`config.mk`:
```
export PLATFORM = sky130hd
export DESIGN_NAME = keyspace_candidate_generator
export DESIGN_NICKNAME = d
export VERILOG_FILES = /design/src/hw/rtl/ksg_pkg.sv /design/src/hw/rtl/ksg_cell.sv /design/src/hw/rtl/ksg_seek.sv /design/src/hw/rtl/keyspace_candidate_generator.sv
export SDC_FILE = /design/constraint.sdc
export NUM_CORES = 2
export LEC_CHECK = 0
export BUFFER_PORTS_ARGS = -buffer_cell sky130_fd_sc_hd__clkbuf_2
export CORE_MARGIN = 2
export CORE_UTILIZATION = 60
export DETAILED_ROUTE_END_ITERATION = 12
export PLACE_DENSITY = 0.84
export SYNTH_ARGS = -nofsm -noshare
export SYNTH_HDL_FRONTEND = slang
export SYNTH_HIERARCHICAL = 1
export SYNTH_SLANG_ARGS = --single-unit
```
`constraint.sdc`:
```
create_clock -name clk -period 18.9 [get_ports clk]
set_clock_uncertainty 0.2 [all_clocks]
set_input_delay 0.945 -clock clk [delete_from_list [all_inputs] [get_ports clk]]
set_output_delay 0.945 -clock clk [all_outputs]
set_load 0.03 [all_outputs]
```
`src/hw/rtl/ksg_pkg.sv`:
```
`timescale 1ns / 1ps

package ksg_pkg;

	// field and storage widths
	localparam int DIGIT_W     = 4;
	localparam int LEN_W       = 4;
	localparam int RADIX_W     = 5;
	localparam int INDEX_W     = 33;
	localparam int CHAR_W      = 8;
	localparam int TEXT_W      = 64;
	localparam int CHARS_W     = 128;
	localparam int CFG_W       = 64;
	localparam int CFG_IDX_W   = 2;
	localparam int IN_TDATA_W  = 40;
	localparam int OUT_TDATA_W = 72;

	// powers of the radix up to 16^8 and their running sum
	localparam int POW_W   = 33;
	localparam int SUM_W   = 34;
	localparam int TRIAL_W = POW_W + DIGIT_W - 1;

	// register values after reset
	localparam logic [RADIX_W-1:0] RST_ALPHABET_SIZE = 5'd1;
	localparam logic [LEN_W-1:0]   RST_MAX_LENGTH    = 4'd8;

	// defaults of the top level parameters
	localparam int DEF_MAX_ALPHABET = 16;
	localparam int DEF_MAX_WORD     = 8;

	// action codes carried in the input tuser
	localparam logic ACT_SEEK    = 1'b0;
	localparam logic ACT_ADVANCE = 1'b1;

	// configuration register indexes
	typedef enum logic [CFG_IDX_W-1:0] {
		CFG_ALPHABET_SIZE = 2'd0,
		CFG_MAX_LENGTH    = 2'd1,
		CFG_CHARS_LOW     = 2'd2,
		CFG_CHARS_HIGH    = 2'd3
	} cfg_reg_t;

	// digit write from the seek unit into one cell
	typedef struct packed {
		logic                 wr_en;
		logic [LEN_W-1:0]     pos;
		logic [DIGIT_W-1:0]   digit;
	} ksg_wr_t;

	// seek completion status
	typedef struct packed {
		logic             fin;
		logic             ok;
		logic [LEN_W-1:0] len;
	} ksg_fin_t;

	// control shared by all digit cells
	typedef struct packed {
		logic             inc;
		logic             clr;
		ksg_wr_t          wr;
		logic [LEN_W-1:0] len;
	} ksg_cell_ctl_t;

endpackage

```
`src/hw/rtl/ksg_cell.sv`:
```
`timescale 1ns / 1ps

// One digit position of the candidate word. Carry enters from the next
// (less significant) position and leaves toward the previous one.
module ksg_cell #(
	parameter int IDX = 0
) (
	input  logic                               clk,
	input  logic                               arst_n,
	input  logic [ksg_pkg::RADIX_W-1:0]        n,
	input  ksg_pkg::ksg_cell_ctl_t             ctl,
	input  logic [ksg_pkg::CHARS_W-1:0]        chars,
	input  logic                               carry_in,
	output logic                               carry_out,
	output logic [ksg_pkg::CHAR_W-1:0]         ch
);

	logic [ksg_pkg::DIGIT_W-1:0] digit_q;
	logic [ksg_pkg::RADIX_W-1:0] digit_inc;
	logic                        active;
	logic                        wrap;
	logic                        wr_hit;

	// position lies inside the current word
	assign active    = ksg_pkg::LEN_W'(IDX) < ctl.len;
	assign digit_inc = {1'b0, digit_q} + ksg_pkg::RADIX_W'(1);
	assign wrap      = digit_inc >= n;
	assign carry_out = active ? (carry_in & wrap) : carry_in;
	assign wr_hit    = ctl.wr.wr_en && (ctl.wr.pos == ksg_pkg::LEN_W'(IDX));

	// digit update: length rollover clears, seek writes, advance counts
	always_ff @(posedge clk or negedge arst_n) begin
		if (!arst_n) begin
			digit_q <= '0;
		end else if (ctl.clr) begin
			digit_q <= '0;
		end else if (wr_hit) begin
			digit_q <= ctl.wr.digit;
		end else if (ctl.inc && active && carry_in) begin
			digit_q <= wrap ? '0 : digit_inc[ksg_pkg::DIGIT_W-1:0];
		end
	end

	// character lookup, zero beyond the word
	assign ch = active ? chars[{digit_q, 3'b000} +: ksg_pkg::CHAR_W] : '0;

endmodule

```
`src/hw/rtl/ksg_seek.sv`:
```
`timescale 1ns / 1ps

// Maps a key-space index to a word length and digits. The length search
// tries one length at a time; each digit takes four restoring steps against
// the stored power of the radix for its position.
module ksg_seek #(
	parameter int MAX_WORD = ksg_pkg::DEF_MAX_WORD
) (
	input  logic                          clk,
	input  logic                          arst_n,
	input  logic                          start,
	input  logic [ksg_pkg::INDEX_W-1:0]   idx,
	input  logic [ksg_pkg::RADIX_W-1:0]   n,
	input  logic [ksg_pkg::LEN_W-1:0]     lim,
	output logic                          busy,
	output ksg_pkg::ksg_wr_t              wr,
	output ksg_pkg::ksg_fin_t             fin
);

	localparam int POS_W = (MAX_WORD > 1) ? $clog2(MAX_WORD) : 1;

	typedef enum logic [1:0] {
		SK_IDLE,
		SK_LEN,
		SK_DIG
	} seek_state_t;

	seek_state_t state_q;

	logic [ksg_pkg::INDEX_W-1:0] idx_q;
	logic [ksg_pkg::POW_W-1:0]   p_q;
	logic [ksg_pkg::SUM_W-1:0]   sum_q;
	logic [ksg_pkg::LEN_W-1:0]   i_q;
	logic [ksg_pkg::LEN_W-1:0]   len_q;
	logic [ksg_pkg::LEN_W-1:0]   pos_q;
	logic [1:0]                  bit_q;
	logic [ksg_pkg::DIGIT_W-1:0] q_q;
	logic [ksg_pkg::INDEX_W-1:0] r_q;
	logic [ksg_pkg::POW_W-1:0]   pow_q [MAX_WORD];

	logic [ksg_pkg::SUM_W-1:0]               sum_p;
	logic                                    hit;
	logic                                    last_len;
	logic [ksg_pkg::POW_W+ksg_pkg::RADIX_W-1:0] prod;
	logic [ksg_pkg::SUM_W-1:0]               diff;
	logic [ksg_pkg::LEN_W-1:0]               k;
	logic [ksg_pkg::POW_W-1:0]               pow_sel;
	logic [ksg_pkg::TRIAL_W-1:0]             trial;
	logic [ksg_pkg::TRIAL_W-1:0]             r_ext;
	logic [ksg_pkg::TRIAL_W-1:0]             r_sub;
	logic                                    ge;
	logic                                    last_pos;

	// length search: index below sum of powers up to this length
	assign sum_p    = sum_q + {1'b0, p_q};
	assign hit      = {1'b0, idx_q} < sum_p;
	assign last_len = i_q == lim;
	assign prod     = p_q * n;
	assign diff     = {1'b0, idx_q} - sum_q;

	// digit extraction: one quotient bit per cycle, most significant first
	assign k        = len_q - pos_q - ksg_pkg::LEN_W'(1);
	assign pow_sel  = pow_q[k[POS_W-1:0]];
	assign trial    = {{(ksg_pkg::DIGIT_W-1){1'b0}}, pow_sel} << bit_q;
	assign r_ext    = {{(ksg_pkg::DIGIT_W-1){1'b0}}, r_q};
	assign ge       = r_ext >= trial;
	assign r_sub    = r_ext - trial;
	assign last_pos = pos_q == (len_q - ksg_pkg::LEN_W'(1));

	assign busy     = state_q != SK_IDLE;

	assign wr.wr_en = (state_q == SK_DIG) && (bit_q == 2'd0);
	assign wr.pos   = pos_q;
	assign wr.digit = q_q | ksg_pkg::DIGIT_W'(ge);

	assign fin.fin  = ((state_q == SK_LEN) && !hit && last_len) ||
	                  ((state_q == SK_DIG) && (bit_q == 2'd0) && last_pos);
	assign fin.ok   = state_q == SK_DIG;
	assign fin.len  = len_q;

	// sequencer state
	always_ff @(posedge clk or negedge arst_n) begin
		if (!arst_n) begin
			state_q <= SK_IDLE;
		end else begin
			unique case (state_q)
				SK_IDLE: begin
					if (start) state_q <= SK_LEN;
				end
				SK_LEN: begin
					if (hit) state_q <= SK_DIG;
					else if (last_len) state_q <= SK_IDLE;
				end
				SK_DIG: begin
					if (bit_q == 2'd0 && last_pos) state_q <= SK_IDLE;
				end
				default: state_q <= SK_IDLE;
			endcase
		end
	end

	// working registers
	always_ff @(posedge clk) begin
		case (state_q)
			SK_IDLE: begin
				if (start) begin
					idx_q    <= idx;
					p_q      <= ksg_pkg::POW_W'(n);
					sum_q    <= '0;
					i_q      <= ksg_pkg::LEN_W'(1);
					pow_q[0] <= ksg_pkg::POW_W'(1);
				end
			end
			SK_LEN: begin
				if (i_q < ksg_pkg::LEN_W'(MAX_WORD)) pow_q[i_q[POS_W-1:0]] <= p_q;
				if (hit) begin
					len_q <= i_q;
					r_q   <= diff[ksg_pkg::INDEX_W-1:0];
					pos_q <= '0;
					bit_q <= 2'd3;
					q_q   <= '0;
				end else begin
					sum_q <= sum_p;
					p_q   <= prod[ksg_pkg::POW_W-1:0];
					i_q   <= i_q + ksg_pkg::LEN_W'(1);
				end
			end
			SK_DIG: begin
				if (ge) r_q <= r_sub[ksg_pkg::INDEX_W-1:0];
				if (bit_q == 2'd0) begin
					q_q   <= '0;
					bit_q <= 2'd3;
					pos_q <= pos_q + ksg_pkg::LEN_W'(1);
				end else begin
					q_q   <= q_q | (ksg_pkg::DIGIT_W'(ge) << bit_q);
					bit_q <= bit_q - 2'd1;
				end
			end
			default: begin
			end
		endcase
	end

endmodule

```
`src/hw/rtl/keyspace_candidate_generator.sv`:
```
`timescale 1ns / 1ps

// Advance: accepted every cycle while the output is not stalled; the result
//   goes pending, is captured into the output register, then sits there.
// Seek: length search up to max_length (one power per cycle), then one digit
//   at a time in the shared restoring divider; input is held off.
// Reset (arst_n low, asynchronous): digits zero, length one, not exhausted,
//   radix 1, max length 8, alphabet characters zero, output empty.
module keyspace_candidate_generator #(
	parameter int MAX_ALPHABET = ksg_pkg::DEF_MAX_ALPHABET,
	parameter int MAX_WORD     = ksg_pkg::DEF_MAX_WORD
) (
	input  logic                              clk,
	input  logic                              arst_n,
	input  logic                              s_axis_tvalid,
	output logic                              s_axis_tready,
	// [32:0] start_index, rest zero
	input  logic [ksg_pkg::IN_TDATA_W-1:0]    s_axis_tdata,
	// [0] action
	input  logic                              s_axis_tuser,
	output logic                              m_axis_tvalid,
	input  logic                              m_axis_tready,
	// [63:0] candidate_text, [67:64] candidate_length, rest zero
	output logic [ksg_pkg::OUT_TDATA_W-1:0]   m_axis_tdata,
	// [0] exhausted
	output logic                              m_axis_tuser,
	input  logic                              cfg_we,
	input  logic [ksg_pkg::CFG_IDX_W-1:0]     cfg_index,
	input  logic [ksg_pkg::CFG_W-1:0]         cfg_data
);

	logic [ksg_pkg::RADIX_W-1:0] alphabet_size_q;
	logic [ksg_pkg::LEN_W-1:0]   max_length_q;
	logic [ksg_pkg::CHARS_W-1:0] chars_q;

	logic [ksg_pkg::LEN_W-1:0]   wl_q;
	logic                        done_q;
	logic                        res_pend_q;

	logic                        out_valid_q;
	logic [ksg_pkg::TEXT_W-1:0]  out_text_q;
	logic [ksg_pkg::LEN_W-1:0]   out_len_q;
	logic                        out_exh_q;

	logic [ksg_pkg::RADIX_W-1:0] n;
	logic [ksg_pkg::LEN_W-1:0]   lim;
	logic                        in_acc;
	logic                        is_adv;
	logic                        seek_start;
	logic                        adv;
	logic                        out_load;
	logic                        seek_busy;
	logic [MAX_WORD:0]           carry;
	logic [ksg_pkg::LEN_W-1:0]   adv_len;
	logic                        adv_over;
	logic [ksg_pkg::TEXT_W-1:0]  text;
	logic [ksg_pkg::CHAR_W-1:0]  ch [MAX_WORD];

	ksg_pkg::ksg_wr_t            seek_wr;
	ksg_pkg::ksg_fin_t           seek_fin;
	ksg_pkg::ksg_cell_ctl_t      cell_ctl;

	// configuration writes
	always_ff @(posedge clk or negedge arst_n) begin
		if (!arst_n) begin
			alphabet_size_q <= ksg_pkg::RST_ALPHABET_SIZE;
			max_length_q    <= ksg_pkg::RST_MAX_LENGTH;
			chars_q         <= '0;
		end else if (cfg_we) begin
			unique case (ksg_pkg::cfg_reg_t'(cfg_index))
				ksg_pkg::CFG_ALPHABET_SIZE:
					alphabet_size_q <= cfg_data[ksg_pkg::RADIX_W-1:0];
				ksg_pkg::CFG_MAX_LENGTH:
					max_length_q <= cfg_data[ksg_pkg::LEN_W-1:0];
				ksg_pkg::CFG_CHARS_LOW:
					chars_q[ksg_pkg::CFG_W-1:0] <= cfg_data;
				ksg_pkg::CFG_CHARS_HIGH:
					chars_q[ksg_pkg::CHARS_W-1:ksg_pkg::CFG_W] <= cfg_data;
				default: begin
				end
			endcase
		end
	end

	// radix and length bound clamped to the supported range
	always_comb begin
		if (alphabet_size_q == '0) n = ksg_pkg::RADIX_W'(1);
		else if (alphabet_size_q > ksg_pkg::RADIX_W'(MAX_ALPHABET))
			n = ksg_pkg::RADIX_W'(MAX_ALPHABET);
		else n = alphabet_size_q;
		if (max_length_q == '0) lim = ksg_pkg::LEN_W'(1);
		else if (max_length_q > ksg_pkg::LEN_W'(MAX_WORD))
			lim = ksg_pkg::LEN_W'(MAX_WORD);
		else lim = max_length_q;
	end

	// handshake
	assign in_acc        = s_axis_tvalid && s_axis_tready;
	assign is_adv        = s_axis_tuser == ksg_pkg::ACT_ADVANCE;
	assign seek_start    = in_acc && !is_adv;
	assign adv           = in_acc && is_adv && !done_q;
	assign out_load      = res_pend_q && (!out_valid_q || m_axis_tready);
	assign s_axis_tready = !seek_busy && (!res_pend_q || out_load);

	ksg_seek #(
		.MAX_WORD (MAX_WORD)
	) u_seek (
		.clk    (clk),
		.arst_n (arst_n),
		.start  (seek_start),
		.idx    (s_axis_tdata[ksg_pkg::INDEX_W-1:0]),
		.n      (n),
		.lim    (lim),
		.busy   (seek_busy),
		.wr     (seek_wr),
		.fin    (seek_fin)
	);

	// digit cells, carry ripples from the last position to the first
	assign carry[MAX_WORD] = 1'b1;
	assign cell_ctl.inc    = adv;
	assign cell_ctl.clr    = adv && carry[0];
	assign cell_ctl.wr     = seek_wr;
	assign cell_ctl.len    = wl_q;

	for (genvar gi = 0; gi < MAX_WORD; gi++) begin : g_cell
		ksg_cell #(
			.IDX (gi)
		) u_cell (
			.clk       (clk),
			.arst_n    (arst_n),
			.n         (n),
			.ctl       (cell_ctl),
			.chars     (chars_q),
			.carry_in  (carry[gi+1]),
			.carry_out (carry[gi]),
			.ch        (ch[gi])
		);
	end

	// word length and exhausted flag
	assign adv_len  = carry[0] ? (wl_q + ksg_pkg::LEN_W'(1)) : wl_q;
	assign adv_over = adv_len > lim;

	always_ff @(posedge clk or negedge arst_n) begin
		if (!arst_n) begin
			wl_q   <= ksg_pkg::LEN_W'(1);
			done_q <= 1'b0;
		end else if (seek_fin.fin) begin
			if (seek_fin.ok) begin
				wl_q   <= seek_fin.len;
				done_q <= 1'b0;
			end else begin
				done_q <= 1'b1;
			end
		end else if (adv) begin
			if (adv_over) done_q <= 1'b1;
			else wl_q <= adv_len;
		end
	end

	// result pending until captured into the output register
	always_ff @(posedge clk or negedge arst_n) begin
		if (!arst_n) begin
			res_pend_q  <= 1'b0;
			out_valid_q <= 1'b0;
		end else begin
			if ((in_acc && is_adv) || seek_fin.fin) res_pend_q <= 1'b1;
			else if (out_load) res_pend_q <= 1'b0;
			if (out_load) out_valid_q <= 1'b1;
			else if (m_axis_tready) out_valid_q <= 1'b0;
		end
	end

	always_comb begin
		text = '0;
		for (int i = 0; i < MAX_WORD; i++) text[i*ksg_pkg::CHAR_W +: ksg_pkg::CHAR_W] = ch[i];
	end

	// output word
	always_ff @(posedge clk) begin
		if (out_load) begin
			out_text_q <= done_q ? '0 : text;
			out_len_q  <= done_q ? '0 : wl_q;
			out_exh_q  <= done_q;
		end
	end

	assign m_axis_tvalid = out_valid_q;
	assign m_axis_tdata  = {{(ksg_pkg::OUT_TDATA_W - ksg_pkg::TEXT_W - ksg_pkg::LEN_W){1'b0}},
	                        out_len_q, out_text_q};
	assign m_axis_tuser  = out_exh_q;

	// no input taken while a seek runs
	a_seek_blocks_input: assert property (@(posedge clk) disable iff (!arst_n)
		seek_busy |-> !s_axis_tready)
		else $error("input accepted during seek");

	// a running seek never overlaps an uncaptured result
	a_seek_no_pending: assert property (@(posedge clk) disable iff (!arst_n)
		seek_busy |-> !res_pend_q)
		else $error("result pending during seek");

	// stored word length stays within the cell row
	a_len_range: assert property (@(posedge clk) disable iff (!arst_n)
		(wl_q >= ksg_pkg::LEN_W'(1)) && (wl_q <= ksg_pkg::LEN_W'(MAX_WORD)))
		else $error("word length out of range");

	// every seek completion produces one pending result
	a_fin_pends: assert property (@(posedge clk) disable iff (!arst_n)
		seek_fin.fin |=> res_pend_q && !seek_busy)
		else $error("seek completion lost");

endmodule
```
== After elaboration in Yosys (flattened, before gate mapping) ==
Memory sizes are Yosys's and may differ from the RTL's.
Cells that the tools add are included.

* Add/sub/neg operators: 18
* Multipliers: 1
* Order comparisons: 22
* Equal/unequal tests: 23
* Shifts and indexed selects: 10
* Multiplexer cells: 91
* Bitwise gates (word level): 17
* Reduce and logical (&&, ||, !) cells: 88

{| class="wikitable"
|+ Operators by type and width
! operator !! number
|-
| $shiftx A128 B8 Y8 || 8
|-
| $mux W4 || 44
|-
| $mux W33 || 5
|-
| $pmux W33 S2 || 2
|-
| $mux W34 || 2
|-
| $pmux W34 S2 || 1
|-
| $sub A33 B33 Y33 || 2
|-
| $add A4 B1 Y5 const B || 8
|-
| $ge A5 B5 Y1 || 8
|-
| $ge A33 B36 Y1 || 1
|-
| $shl A33 B2 Y36 || 1
|-
| $logic_and A1 B1 Y1 || 35
|-
| $add A34 B33 Y34 || 1
|-
| $lt A33 B34 Y1 || 1
|-
| $mul A33 B5 Y33 || 1
|-
| $reduce_or A33 Y1 || 1
|-
| $pmux W4 S2 || 3
|-
| $reduce_bool A3 Y1 || 8
|-
| $mux W1 || 23
|-
| $eq A4 B3 Y1 const B || 4
|-
| $lt A3 B4 Y1 const A || 4
|-
| $reduce_and A2 Y1 || 8
|-
| $reduce_or A2 Y1 || 8
|-
| $reduce_and A3 Y1 || 5
|-
| 35 further kinds || 86
|}

* Register bits: 398
* Bits in writable memories: 264
* Output and inout bits: 75
* Logic and storage cells: 307
* Memories: 1

{| class="wikitable"
|+ Memory list
! name !! words !! width !! read ports !! clocked after memory_dff !! write ports !! line !! source
|-
| u_seek.pow_q || 8 || 33 || 1 || 0 || 1 || ksg_seek.sv:39 || <nowiki>logic [ksg_pkg::POW_W-1:0] pow_q [MAX_WORD];</nowiki>
|}

== Logic depth before layout (Yosys ltp) ==
* Word-level depth: 24
* Mapped depth: 26

== Cells and area by module ==
The synthesis kept the hierarchy.

{| class="wikitable"
|+ Modules (own cells, without submodules)
! module !! times used !! cells each !! area each (um^2) !! seq. area each (um^2)
|-
| ksg_seek || 1 || 2216 || 26522.9 || 12512.0
|-
| keyspace_candidate_generator || 1 || 517 || 8313.0 || 5679.2
|-
| ksg_cell at g_cell[7].u_cell || 1 || 117 || 1575.3 || 100.1
|-
| ksg_cell at g_cell[2].u_cell || 1 || 119 || 1567.8 || 100.1
|-
| ksg_cell at g_cell[1].u_cell || 1 || 119 || 1559.0 || 100.1
|-
| ksg_cell at g_cell[3].u_cell || 1 || 140 || 1541.5 || 100.1
|-
| ksg_cell at g_cell[5].u_cell || 1 || 119 || 1535.2 || 100.1
|-
| ksg_cell at g_cell[6].u_cell || 1 || 116 || 1520.2 || 100.1
|-
| ksg_cell at g_cell[0].u_cell || 1 || 119 || 1488.9 || 100.1
|-
| ksg_cell at g_cell[4].u_cell || 1 || 113 || 1435.1 || 100.1
|}

== Least setup slack after synthesis ==
No wires, ideal clock.

* Path type: register -> register
* From: reg u_seek/p_q[0] in the netlist's numbering
* To: reg u_seek/i_q[0] in the netlist's numbering, enable pin
* Library setup time: 0.523 ns
* Arrival time: 7.353 ns
* Data required time: 18.177 ns
* Path slack: 10.824 ns
* Stages on the path, launching flop included: 20
* Path buffers: 0
* Path through: edfxtp_1 > ha_1 > fa_1 > a21o_1 > a21oi_1 > nor2b_1 > o31ai_1 > o21ai_0 > a21o_1 > a21oi_1 > o21ai_0 > xnor2_1 > ha_1 > nand4_1 > nor2_1 > nor4b_1 > o21a_1 > o211ai_1 > and2_1 > a21oi_1

* Word-level cells in the longest chain between the ends: 4

{| class="wikitable"
|+ Ends and longest elaborated chain
! what !! line !! source
|-
| from (decl) || ksg_seek.sv:31 || <nowiki>logic [ksg_pkg::POW_W-1:0] p_q;</nowiki>
|-
| from (signal assigned) || ksg_seek.sv:108 || <nowiki>p_q <= ksg_pkg::POW_W'(n);</nowiki>
|-
| from (signal assigned) || ksg_seek.sv:124 || <nowiki>p_q <= prod[ksg_pkg::POW_W-1:0];</nowiki>
|-
| $add A34 B33 Y34 || ksg_seek.sv:55 || <nowiki>assign sum_p = sum_q + {1'b0, p_q};</nowiki>
|-
| $lt A33 B34 Y1 || ksg_seek.sv:56 || <nowiki>assign hit = {1'b0, idx_q} < sum_p;</nowiki>
|-
| $ne A2 B2 Y1 (no source line) || n/a ||
|-
| $reduce_and A3 Y1 (no source line) || n/a ||
|-
| to (signal assigned) || ksg_seek.sv:110 || <nowiki>i_q <= ksg_pkg::LEN_W'(1);</nowiki>
|-
| to (signal assigned) || ksg_seek.sv:125 || <nowiki>i_q <= i_q + ksg_pkg::LEN_W'(1);</nowiki>
|-
| to (decl) || ksg_seek.sv:33 || <nowiki>logic [ksg_pkg::LEN_W-1:0] i_q;</nowiki>
|}

No other way between the ends.
A chain may end at the register's enable or synchronous reset.

== Worst setup path in the final report ==
* From: reg alphabet_size_q[4] in the netlist's numbering
* To: reg wl_q[2] in the netlist's numbering

* Word-level cells in the longest chain between the ends: 23

{| class="wikitable"
|+ Ends and longest elaborated chain
! what !! line !! source
|-
| from (decl) || keyspace_candidate_generator.sv:32 || <nowiki>logic [ksg_pkg::RADIX_W-1:0] alphabet_size_q;</nowiki>
|-
| from (signal assigned) || keyspace_candidate_generator.sv:66 || <nowiki>alphabet_size_q <= ksg_pkg::RST_ALPHABET_SIZE;</nowiki>
|-
| from (signal assigned) || keyspace_candidate_generator.sv:72 || <nowiki>alphabet_size_q <= cfg_data[ksg_pkg::RADIX_W-1:0];</nowiki>
|-
| $gt A5 B5 Y1 || keyspace_candidate_generator.sv:88 || <nowiki>else if (alphabet_size_q > ksg_pkg::RADIX_W'(MAX_ALPHABET))</nowiki>
|-
| $mux W5 || keyspace_candidate_generator.sv:88 ||
|-
| $mux W5 * || keyspace_candidate_generator.sv:87 || <nowiki>if (alphabet_size_q == '0) n = ksg_pkg::RADIX_W'(1);</nowiki>
|-
| named net n, one bit || keyspace_candidate_generator.sv:45 || <nowiki>logic [ksg_pkg::RADIX_W-1:0] n;</nowiki>
|-
| $ge A5 B5 Y1 * || ksg_cell.sv:27 || <nowiki>assign wrap = digit_inc >= n;</nowiki>
|-
| $mux W1 * || ksg_cell.sv:28 || <nowiki>assign carry_out = active ? (carry_in & wrap) : carry_in;</nowiki>
|-
| named net carry[7] || keyspace_candidate_generator.sv:53 || <nowiki>logic [MAX_WORD:0] carry;</nowiki>
|-
| $and A1 B1 Y1 || ksg_cell.sv:28 ||
|-
| [... 1 more ...] || n/a ||
|-
| named net carry[6] || keyspace_candidate_generator.sv:53 ||
|-
| [... 2 more ...] || n/a ||
|-
| named net carry[5] || keyspace_candidate_generator.sv:53 ||
|-
| [... 2 more ...] || n/a ||
|-
| named net carry[4] || keyspace_candidate_generator.sv:53 ||
|-
| [... 2 more ...] || n/a ||
|-
| named net carry[3] || keyspace_candidate_generator.sv:53 ||
|-
| [... 2 more ...] || n/a ||
|-
| named net carry[2] || keyspace_candidate_generator.sv:53 ||
|-
| [... 2 more ...] || n/a ||
|-
| named net carry[1] || keyspace_candidate_generator.sv:53 ||
|-
| $and A1 B1 Y1 || ksg_cell.sv:28 ||
|-
| $mux W1 * || ksg_cell.sv:28 ||
|-
| named net carry[0] || keyspace_candidate_generator.sv:53 ||
|-
| $mux W4 * || keyspace_candidate_generator.sv:142 || <nowiki>assign adv_len = carry[0] ? (wl_q + ksg_pkg::LEN_W'(1)) : wl_q;</nowiki>
|-
| $gt A4 B4 Y1 / $mux W4 (equally long branches) || keyspace_candidate_generator.sv:143, keyspace_candidate_generator.sv:157 ||
|-
| $ne A2 B1 Y1 (no source line) / $mux W4 (equally long branches) || n/a ||
|-
| $reduce_and A3 Y1 (no source line) / $mux W4 (equally long branches) || n/a ||
|-
| to (signal assigned) || keyspace_candidate_generator.sv:147 || <nowiki>wl_q <= ksg_pkg::LEN_W'(1);</nowiki>
|-
| to (signal assigned) || keyspace_candidate_generator.sv:151 || <nowiki>wl_q <= seek_fin.len;</nowiki>
|-
| to (signal assigned) || keyspace_candidate_generator.sv:158 || <nowiki>else wl_q <= adv_len;</nowiki>
|-
| to (decl) || keyspace_candidate_generator.sv:36 || <nowiki>logic [ksg_pkg::LEN_W-1:0] wl_q;</nowiki>
|}

The timed path passes the listed nets; every way through them passes the cells marked *. The select of a mux whose other input is x is not followed.

==> results by group <==
Floorplan
  • Die width: around 280 um
  • Ports: roughly 190
  • Core Region: roughly 78,000 um2
  • Starting Density: 0.6065
  • Std-Cell Rows: a little over 100
  • Die Y: between 200 and 300 um
  • Die area: 80,690 um2

Global routing
  • Grt total ovfl: 0
  • Largest net degree at the start of global routing: just over 80
  • First-pass GRT wire length: about 210,000 um
  • Initial antenna violation count: 25
  • Vias in the first global route: 34,220
  • GRT Total Usage: 0.3356

Worst setup path
  • CP endpoint kind: register
  • Worst r2r src: alphabet_size_q[4]
  • CP required: approximately 19 ns
  • Critical Path Start: alphabet_size_q[4]
  • Startpoint types: register
  • Critical path peak fanout: 42
  • Setup CP Type: register to register
  • Critical path arrival: a little under 8 ns

Timing
  • Fin. max-slew vios: 0
  • F_max: approximately 130 MHz
  • Worst hold slack: between 0.06 and 0.07 ns
  • Relative slew slack: 0.1503
  • Slew @ Worst Pin: between 1 and 1.5 ns
  • Total Neg Setup Slack: 0 ns
  • Setup Viol. Count Final: 0
  • Crit path time final: 7.610 ns
  • Tcrit/Tclk final: 0.4027
  • RSZ-0062 raised after global routing: false
  • Final hold vios: 0

Synth
  • Number of synthesized flops with an enable pin: ~480
  • Share of the synthesized area in the top cell type: 0.3088
  • Register area share after synthesis: 0.4036
  • Async SR Flop Fraction: 0.2689
  • Mapped cell area: between 40,000 and 50,000 um2
  • Number of synthesized register bits: approximately 660
  • YS warnings: 6
  • Synth cell types: around 110
  • Mean Syn Cell Area: 12.74 um2
  • Synth Instances: roughly 3,700
  • Synth area leaders: edfxtp_1, mux4_2, dfrtp_1
  • Synth area leader: edfxtp_1
  • Top_reg_cell synth: edfxtp_1

Clock tree
  • Resize count post-CTS: 0
  • Reg clk slew, reported paths: 0.07 ns
  • Setup repair bufs after CTS: 0
  • CTS tree: built
  • Worst skew pair latency: 0.64 ns
  • Root buf cell: clkbuf_16
  • Inserted Clock Buffers: 73
  • Hold Buf Count CTS: 0
  • Sinks on the clock net: 662
  • H-Tree Level Count: 3
  • CTS Buffer Depth: 3

Detailed routing
  • DR vias: 34,370
  • DRC violations left: 0
  • Initial DRC Count: 4,740
  • Wire per inst: between 20 and 30 um
  • Drt total wl: about 140,000 um
  • Vias per inst: 6.951
  • Routed Antenna Nets: 0
  • First-pass DRT Iterations: 8

Job
  • Max-cap violation count: 0

Place
  • Placed inst area: just under 50,000 um2
  • Final Wtd Congestion: 0.9433
  • HPWL after DPL: just under 90,000 um
  • Port Buffers: roughly 180

Final layout
  • Share of layout cells above drive strength 1: 0.2115
  • FILL cells: between 5,000 and 6,000
  • Area Overhead vs Synth: 8.521%
  • Finished Cell Area: 51,070 um2
  • Fin nets: 4,259

Run status
  • Status: finished, final reports clean

Min path
  • Worst Hold Class: primary input to async pin
==> metal layers <==
layer | part of all wire | vias to the layer above | global-route usage
met3 | 0.16 | 519 | 0.1368
met1 | 0.35 | 16740 | 0.4314
met4 | 0.050 | 20 | 0.1574
met2 | 0.44 | 2628 | 0.4957
li1 | - | 14470 | -
met5 | 0.0029 | - | 0.02857
==> layout by cell type (no fill, tap or decap), types with 143 or more instances in the layout <==
| cell | synthesis | layout |
|---|---|---|
| mux2i_1 | 203 | 203 |
| a21oi_1 | 164 | 163 |
| mux4_2 | 226 | 226 |
| nor2_1 | 153 | 148 |
| clkbuf_2 | 3 | 174 |
| nand2_1 | 253 | 253 |
| inv_1 | 188 | 187 |
| mux2_2 | 143 | 143 |
| dfrtp_1 | 175 | 164 |
| edfxtp_1 | 484 | 484 |
| ha_1 | 226 | 224 |
==> stage by stage <==
step | util | worst slack [ns] | std cells
floorplan | - | 10.82 | 3699
global placement | 0.6260 | 11.82 | 4796
detailed placement | 0.6260 | 11.64 | 4796
CTS | 0.6577 | 11.51 | 4931
global route | 0.6579 | 10.77 | 4937
finish | 0.6582 | 11.29 | 4945
==> final cells by class <==
cell class	instances	area, um2	area share
Antenna cell	14	35.03	0.0006860
Clock buffer	90	1973	0.03864
Clock inverter	45	484.2	0.009482
Inverter	190	713.2	0.01397
Multi-Input combinational cell	2659	26150	0.5120
Sequential cell	662	19010	0.3722
Tap cell	1040	1301	0.02548
Timing Repair Buffer	245	1408	0.02756
==> path summary, 6_finish.rpt <==
| kind | cells after the start | slack, ns | endpoint |
|---|---|---|---|
| worst max register to register | 24 | 11.29 | wl_q[2] |
| min in group clk | 1 | 0.27 | u_seek/idx_q[21] |
| worst min-delay path | 1 | 0.06 | chars_q[71] |
| worst min register to register | 1 | 0.32 | max_length_q[0] |
| max in group asynchronous | 2 | 17.07 | g_cell[2].u_cell/digit_q[0] |
| worst max-delay path | 24 | 11.29 | wl_q[2] |
==> state kept, by name (all words and copies together) (netlist names), 4 cells and up <==
signal and count:
u_seek/len_q 4, u_seek/q_q 4, out_text_q 64, g_cell.u_cell/digit_q 32, u_seek/pos_q 4, u_seek/p_q 33
max_length_q 4, wl_q 4, alphabet_size_q 5, u_seek/idx_q 33, chars_q 128, u_seek/r_q 33
u_seek/i_q 4, out_len_q 4, u_seek/sum_q 34, u_seek/pow_q 264
==> Yosys cell counts (9+ instances only) <==
master / count
a21oi_1: 164
o21ai_0: 102
ha_1: 226
clkbuf_1: 74
nand3_1: 50
nor2b_1: 105
dfrtp_1: 175
a211oi_1: 23
and2_1: 125
o22ai_1: 54
xnor2_1: 88
nand2b_1: 36
nor3_1: 34
mux4_2: 226
a22oi_1: 16
mux4_1: 100
o21bai_1: 12
o31ai_1: 9
o211ai_1: 10
xor2_1: 57
buf_2: 27
nand2_1: 253
o21ai_1: 17
o21a_1: 26
a21o_1: 72
or2_2: 9
buf_12: 9
nand4_1: 28
a21boi_0: 14
inv_1: 188
buf_6: 18
buf_8: 11
and2b_2: 17
and3_1: 25
nand3b_1: 9
fa_1: 90
edfxtp_1: 484
buf_4: 14
mux2_2: 143
nor2_1: 153
buf_1: 17
a31oi_1: 24
mux2i_1: 203
clkbuf_8: 11
==> cell families (layout without fill, tap and decap cells) <==
family                     count (synthesis)  count (layout)  share of synthesized area
and+or+nand+nor                          892             892                    0.09888
other                                      2              20                  0.0001596
adders and majority gates                316             316                    0.09838
muxes                                    672             672                     0.2414
AOI/OAI and AO/OA                        628             628                    0.08721
xor gates and xnor gates                 145             145                    0.02699
buffers and inverters                    378             570                    0.04342
DFF                                      662             662                     0.4036
==> worst max-delay path: stages, from the launching register on <==
cell and delay, ns:
dfrtp_1 0.39, buf_4 0.33, nor2b_2 0.17, buf_4 0.47, inv_1 0.12, ha_1 0.33
nand2_1 0.05, o21ai_0 0.34, a21oi_1 0.17, a21boi_0 0.35, nor2b_1 0.27, a21boi_0 0.26
a21boi_1 0.24, o21a_1 0.19, and2_1 0.21, a21boi_0 0.38, a21boi_0 1.04, nand4_1 0.26
xnor2_1 0.26, ha_1 0.34, and2_1 0.16, o21ai_0 0.14, a32oi_1 0.41, o21ai_2 0.15
o221a_2 0.26
Power is left out: the tool's default activity adds up to more than one toggle a clock period on the data nets, which glitch-free logic cannot reach.
